### config.mk
export PLATFORM = sky130hd
export DESIGN_NAME = ppc_div_stage
export DESIGN_NICKNAME = d
export VERILOG_FILES = /design/src/sv/ppc_pkg.sv /design/src/sv/ppc_div_stage.sv
export SDC_FILE = /design/constraint.sdc
export NUM_CORES = 1
export LEC_CHECK = 0
export ABC_CLOCK_PERIOD_IN_PS = 3000
export BUFFER_PORTS_ARGS = -buffer_cell sky130_fd_sc_hd__buf_2
export CAP_MARGIN = 0
export CORE_MARGIN = 2
export CORE_UTILIZATION = 49
export DETAILED_ROUTE_END_ITERATION = 10
export PLACE_DENSITY = 0.81
export REMOVE_ABC_BUFFERS = 1
export SYNTH_ARGS = -nofsm -noshare
export SYNTH_HDL_FRONTEND = slang
export SYNTH_SLANG_ARGS = --single-unit
### constraint.sdc
create_clock -name clk_i -period 3 [get_ports clk_i]
set_input_delay 0.3 -clock clk_i [delete_from_list [all_inputs] [get_ports clk_i]]
set_output_delay 0.3 -clock clk_i [all_outputs]
set_load 0.1 [all_outputs]
### src/sv/ppc_pkg.sv
// Shared types and constants for the pinhole camera projection pipeline.
`default_nettype none
package ppc_pkg;

  // Quotient bits produced by the divider; larger quotients are flagged as overflow.
  localparam int QUO_W = 42;
  localparam int DIV_W = 32;
  // Input capture, operand, product and magnitude stages, then the divider, then two finishing stages.
  localparam int NUM_STAGES = 4 + QUO_W + 2;

  // Operation codes.
  localparam logic OP_PROJECT   = 1'b0;
  localparam logic OP_UNPROJECT = 1'b1;

  // Configuration register indexes.
  localparam logic [2:0] REG_FOCAL_X  = 3'd0;
  localparam logic [2:0] REG_FOCAL_Y  = 3'd1;
  localparam logic [2:0] REG_CENTER_X = 3'd2;
  localparam logic [2:0] REG_CENTER_Y = 3'd3;
  localparam logic [2:0] REG_WIDTH    = 3'd4;
  localparam logic [2:0] REG_HEIGHT   = 3'd5;

  // One division lane: partial remainder, shifting dividend/quotient word, divisor, sign and overflow flags.
  typedef struct packed {
    logic [DIV_W-1:0] rem;
    logic [QUO_W-1:0] quo;
    logic [DIV_W-1:0] div;
    logic             neg;
    logic             big;
  } ppc_lane_t;

  // Per-word side information that rides alongside the divider.
  typedef struct packed {
    logic        op;
    logic        pre_ok;
    logic        in_pix;
    logic [31:0] depth;
  } ppc_side_t;

endpackage
`default_nettype wire

### src/sv/ppc_div_stage.sv
// One registered restoring-division step producing a single quotient bit.
`default_nettype none
module ppc_div_stage (
  input  wire                clk_i,
  input  wire                en_i,
  input  ppc_pkg::ppc_lane_t lane_i,
  output ppc_pkg::ppc_lane_t lane_o
);
  import ppc_pkg::*;

  logic [DIV_W:0] trial;
  logic [DIV_W:0] diff;
  logic           ge;
  ppc_lane_t      lane_d;
  ppc_lane_t      lane_q;

  // Shift the next dividend bit into the remainder and try a subtraction.
  always_comb begin
    trial  = {lane_i.rem, lane_i.quo[QUO_W-1]};
    diff   = trial - {1'b0, lane_i.div};
    ge     = (trial >= {1'b0, lane_i.div});
    lane_d = lane_i;
    lane_d.rem = ge ? diff[DIV_W-1:0] : trial[DIV_W-1:0];
    lane_d.quo = {lane_i.quo[QUO_W-2:0], ge};
  end

  always_ff @(posedge clk_i) begin
    if (en_i) begin
      lane_q <= lane_d;
    end
  end

  assign lane_o = lane_q;

endmodule
`default_nettype wire

==> results.cfg, run 1 <==
[timing]
setup_viol = 0
finalMaxSlewViolations = 0
finalSetupTns_ns = 0
max_slew_headroom_at_the_worst_pin_pct = 59.0
fin_ws_ns = 0.255
rsz0062_at_grt = false
final.period_utilization_pct = 91.5
max_clock_freq_mhz = 364
timing.hold.ws_ns = 0.118
tightest_slew_ns = 0.599
final_period_minus_worst_setup_slack_ns = 2.74
hold_viol = 0

[global_routing]
grt_pass1_wl_um = 22900
grt_antenna_before_repair = 0
global_route.usage.total_pct = 23.7
first_global_vias = 4464
grt_overflow_total = 0
largest_net_degree_at_the_start_of_global_routing = 48

[routing]
drt-total-wl_um = 14500
final_antenna_net_count = 0
drc = 0
routed_via_density = 5.29
detail_route.iter0.violations = 272
wl_per_cell_um = 17.2
dr_total_vias = 4459
drt_pass_1_iters = 4

[setup_path]
cp_max_fo = 6
critPathLaunchType = input port
timing.critical_path.buf_inv = 2
slowest_stage = a2111oi_0
cpMostUsedCell = a2111oi_0
arrival_ns = 2.85
start_to_end_type_of_the_worst_setup_path = input port to register
critical_path_required_ns = 3.11
sequence_of_cells_on_the_critical_path = buf_2 > inv_1 > ha_1 > a21oi_1 > nand2_1 > a2111oi_0 > nor2_1 > a2111oi_0 > o31ai_1 > xor2_1 > mux2_4
critical-path-max-stage-delay_ns = 0.58
timing.critical_path.max_delay_family = compound AO/OA/AOI/OAI gates
crit_path_end_kind = register

[status]
outcome = completed

[placement]
finalWeightedCongestion = 0.865
dpl_cell_area_mm2 = 0.00691
dp.cells = 827
detailedPlace.worstSlack_ns = -0.0362
place.port_buffers = 217
dp.final_hpwl_um = 11600

[layout]
post_layout_cell_count = 843
area.growth.synth_to_final_pct = 30.0
final_net_count = 841
regArea_mm2 = 0.00324
finish.instance_area_mm2 = 0.00724
filler_cell_count = 841
largest_register_ffs = 108
num_antenna_cells = 0
area_used_by_multi_input_combinational_logic_mm2 = 0.00204
fraction_of_layout_cells_with_a_size_suffix_above_1_pct = 38.1
final_core_utilization_pct = 65.9

[synth]
postSynthCellCount = 467
yosysUniqueCellTypes = 49
synth-warning-count = 0
synth-seq-cells = 108
asyncSetResetFlopFracSynth_pct = 0
dominantRegCellSynth = edfxtp_1
synthesis.area_mm2 = 0.00557
avgSynthCellArea_um2 = 11.9
yosys.area.top_type_share_pct = 58.2
synth_enable_flop_cells = 108
synth.top_cells.by_area = edfxtp_1, ha_1, a21oi_1
synth_seq_area_share_pct = 58.2
synth_area_leader_cell = edfxtp_1

[floorplanning]
floorplan.initialDensity_pct = 50.7
num_io_pins = 218
floorplan.core_area_mm2 = 0.0110
total_die_area_mm2 = 0.0122
core_rows = 38
floorplan.die.height_um = 111
die_w_um = 111

[pwr]
design_internal_power_mw = 2.96
seq_power_share_pct = 36.6
power_mw = 5.17
leakagePower_nw = 3.29
p_per_area_mw_per_mm2 = 715
power.ir.vdd_worst_v = 0.000434
clockPowerShare_pct = 24.6
p_switching_mw = 2.21
comb_power_share_pct = 38.8
p_sw_share_pct = 42.8

[worst_hold_path]
holdCritStartpoint = lane_i[54]
timing.hold.worst_endpoint = lane_o[55]
timing.hold.worst_path_depth = 1
timing.hold.worst.class = input port to register

[clock_tree]
cts.root.buffer_cell = clkbuf_16
cts.repair_timing.setup_buffer_count = 0
post_cts_hold_buffer_count = 0
cts_buffers = 9
post_cts_resized = 0
clock-sinks = 108
cts_tree = done
clkTransAtPathRegs_ns = 0.08
ctsLongestPathBuffers = 2
cts_htree_levels = 3

[flow_run]
maxCapViolCount = 0
## kinds of logic (layout without fill, tap and decap cells)
group	Yosys count	in the layout	share of synthesized area, %
fa+ha+maj	33	33	7.55
mux	10	10	2.52
flops	108	108	58.2
simple gates	107	107	9.39
xor+xnor	26	26	4.09
buf+inv	63	299	5.10
compound gates	120	120	13.1
## placed cells by master, fill, tap and decap left out, drive strengths merged, types with 3 or more instances in the layout
| master | Yosys | final |
|---|---|---|
| buf | 11 | 237 |
| edfxtp | 108 | 108 |
| a21oi | 55 | 55 |
| inv | 46 | 50 |
| nor2 | 37 | 37 |
| ha | 32 | 32 |
| nand2 | 24 | 24 |
| o21ai | 21 | 21 |
| xnor2 | 16 | 16 |
| xor2 | 10 | 10 |
| clkbuf | 6 | 9 |
| nand3 | 8 | 8 |
| nand4 | 8 | 8 |
| a21o | 8 | 8 |
| mux2 | 8 | 8 |
| nand2b | 7 | 7 |
| o31ai | 7 | 7 |
| o21a | 6 | 6 |
| o21bai | 5 | 5 |
| a2111oi | 4 | 4 |
| and2 | 3 | 3 |
| nor3 | 3 | 3 |
| a211oi | 3 | 3 |
## layout make-up
| class | count | share of cell area, % |
|---|---|---|
| clock buffers | 9 | 3.11 |
| clock inverters | 7 | 1.42 |
| inverters | 46 | 2.39 |
| multi-input cells | 296 | 28.2 |
| flip-flops and latches | 108 | 44.8 |
| well taps | 140 | 2.42 |
| repair buffers | 237 | 17.6 |
## synthesized netlist by cell type, drive strengths merged, types with 10 or more instances
| cell | count |
|---|---|
| ha | 32 |
| nand2 | 24 |
| o21ai | 21 |
| xnor2 | 16 |
| inv | 46 |
| nor2 | 37 |
| buf | 11 |
| a21oi | 55 |
| xor2 | 10 |
| edfxtp | 108 |
## worst max-delay path by stage
stage	to	cells past startpoint	from
after floorplan	lane_o[79]	9	lane_i[25]
after global placement	lane_o[107]	11	lane_i[14]
after detailed placement	lane_o[106]	12	lane_i[75]
after CTS	lane_o[106]	12	lane_i[75]
after global routing	lane_o[106]	12	lane_i[75]
final	lane_o[107]	11	lane_i[14]
## power groups by stage
stage	registers [mW]	logic (mW)	clock network, mW
6_report	1.89	2.01	1.27
5_1_grt	1.91	2.10	1.35
4_1_cts	1.89	2.01	1.29
3_5_place_dp	1.93	2.00	0
3_3_place_gp	1.92	1.98	0
2_1_floorplan	3.07	0.441	0
## layer usage
metal | up-vias | GRT usage (%) | wire length, µm
met5 | - | 0 | 0
met4 | 0 | 8.92 | 361
met3 | 29 | 4.88 | 929
met2 | 190 | 41.7 | 7300
met1 | 2061 | 28.6 | 5920
li1 | 2179 | - | -
(Power assumes the default switching activity.)
==> run 2, diff against run 1 <==
ABC_CLOCK_PERIOD_IN_PS = 2400   (was 3000)
CORE_UTILIZATION = 44   (was 49)
PLACE_DENSITY = 0.77   (was 0.81)
REMOVE_ABC_BUFFERS = default   (was 1)
clock period = 2.4 ns   (was 3 ns; I/O delays follow)
==> results.cfg, run 2 (synthesized netlist as in run 1, its figures left out) <==
[status]
outcome = finished, violations left
violations = setup timing

[floorplanning]
floorplan.initialDensity_pct = 44.7
floorplan.core_area_mm2 = 0.0125
floorplan.die.height_um = 117
core_rows = 41
num_io_pins = 218
total_die_area_mm2 = 0.0136
die_w_um = 117

[global_routing]
grt_pass1_wl_um = 22300
global_route.usage.total_pct = 21.5
largest_net_degree_at_the_start_of_global_routing = 59
first_global_vias = 4675
grt_overflow_total = 0
grt_antenna_before_repair = 1

[routing]
wl_per_cell_um = 16.5
detail_route.iter0.violations = 248
routed_via_density = 4.94
drt_pass_1_iters = 6
dr_total_vias = 4784
drt-total-wl_um = 16000
final_antenna_net_count = 0
drc = 0

[setup_path]
critPathLaunchType = input port
arrival_ns = 2.52
crit_path_end_kind = register
critical-path-max-stage-delay_ns = 0.38
slowest_stage = or3b_1
sequence_of_cells_on_the_critical_path = buf_4 > ha_4 > a21o_1 > o21a_1 > a311oi_2 > o21ai_2 > or3b_1 > o21a_4 > buf_12 > mux2_4
critical_path_required_ns = 2.51
cp_max_fo = 6
start_to_end_type_of_the_worst_setup_path = input port to register

[layout]
final_core_utilization_pct = 67.0
largest_register_ffs = 108
area.growth.synth_to_final_pct = 50.0
layout.cells.most_common = buf_2
final_net_count = 933
most-common-layout-cells = buf_2, edfxtp_1, buf_4
filler_cell_count = 967
fraction_of_layout_cells_with_a_size_suffix_above_1_pct = 52.1

[clock_tree]
cts.root.buffer_cell = clkbuf_16
cts_buffers = 9
clock-sinks = 108
post_cts_hold_buffer_count = 0
cts_htree_levels = 3
clkTransAtPathRegs_ns = 0.07
cts_tree = done
ctsLongestPathBuffers = 2

[timing]
hold_viol = 0
max_slew_headroom_at_the_worst_pin_pct = 63.9
tightest_slew_ns = 0.545
finalMaxSlewViolations = 0
final.period_utilization_pct = 101
max_clock_freq_mhz = 414
fin_ws_ns = -0.0135
finalSetupTns_ns = -0.0250
rsz0062_at_grt = true
final_period_minus_worst_setup_slack_ns = 2.41
setup_viol = 4
timing.hold.ws_ns = 0.0574

[placement]
finalWeightedCongestion = 0.834
place.port_buffers = 217
dp.final_hpwl_um = 11700

[pwr]
p_per_area_mw_per_mm2 = 797
power.ir.vdd_worst_v = 0.000370
leakagePower_nw = 3.78
power_mw = 6.66

[worst_hold_path]
timing.hold.worst.class = input port to register

[synth]
synth_nets = 610

[flow_run]
maxCapViolCount = 0
[run 2: cell count changes in the layout (fill, tap and decap cells not counted), sizes merged]
cell,previous run,this run
bufinv,1,0
clkinv,2,5
buf,237,324
diode,0,1
inv,50,48
clkbuf,9,14
[run 2: final cells by class]
cell class | count | area, µm² | share of cell area, %
Clock inverter | 7 | 51.3 | 0.614
Timing Repair Buffer | 329 | 2100 | 25.1
Sequential cell | 108 | 3240 | 38.8
Clock buffer | 9 | 225 | 2.70
Antenna cell | 1 | 2.50 | 0.0300
Tap cell | 172 | 215 | 2.58
Multi-Input combinational cell | 296 | 2340 | 28.0
Inverter | 46 | 178 | 2.13
[run 2: worst paths after layout]
| kind | start | slack, ns | cells after the start | end |
|---|---|---|---|---|
| max | lane_i[98] | -0.01 | 10 | lane_o[99] |
| min | lane_i[38] | 0.06 | 1 | lane_o[39] |
[run 2: what timing repair did]
action,4_1_cts,5_1_grt
pin swaps,2,18
setup buffers,4,6
endpoints found under the setup margin,4,32
resized for setup,6,61
gates cloned,0,5
[run 2: worst max-delay path: cells and delay by family]
family          cells  cell delay [ns]
simple gates        1             0.38
fa+ha+maj           1             0.24
buf+inv             2             0.29
mux                 1             0.30
compound gates      5             1.07
[run 2: power by group]
part | internal (mW) | switching (mW)
clock network | 0.712 | 0.688
logic | 0.788 | 2.10
registers | 2.32 | 0.0485
[run 2: per-layer routing]
metal | vias to the layer above | wire length [µm] | GRT usage [%]
met4 | 0 | 397 | 7.14
met2 | 157 | 8060 | 38.4
met5 | - | 0 | 0
met1 | 2240 | 6260 | 25.1
met3 | 28 | 1290 | 5.92
li1 | 2359 | - | -
[run 2: stage by stage]
step / cells / worst slack (ns) / area, µm²
global route: 968 / -0.104 / 8350
finish: 968 / -0.0135 / 8350
global placement: 936 / -0.436 / 7610
detailed placement: 936 / -0.514 / 7610
CTS: 956 / 0.000515 / 7940
floorplan: 467 / -0.106 / 5670
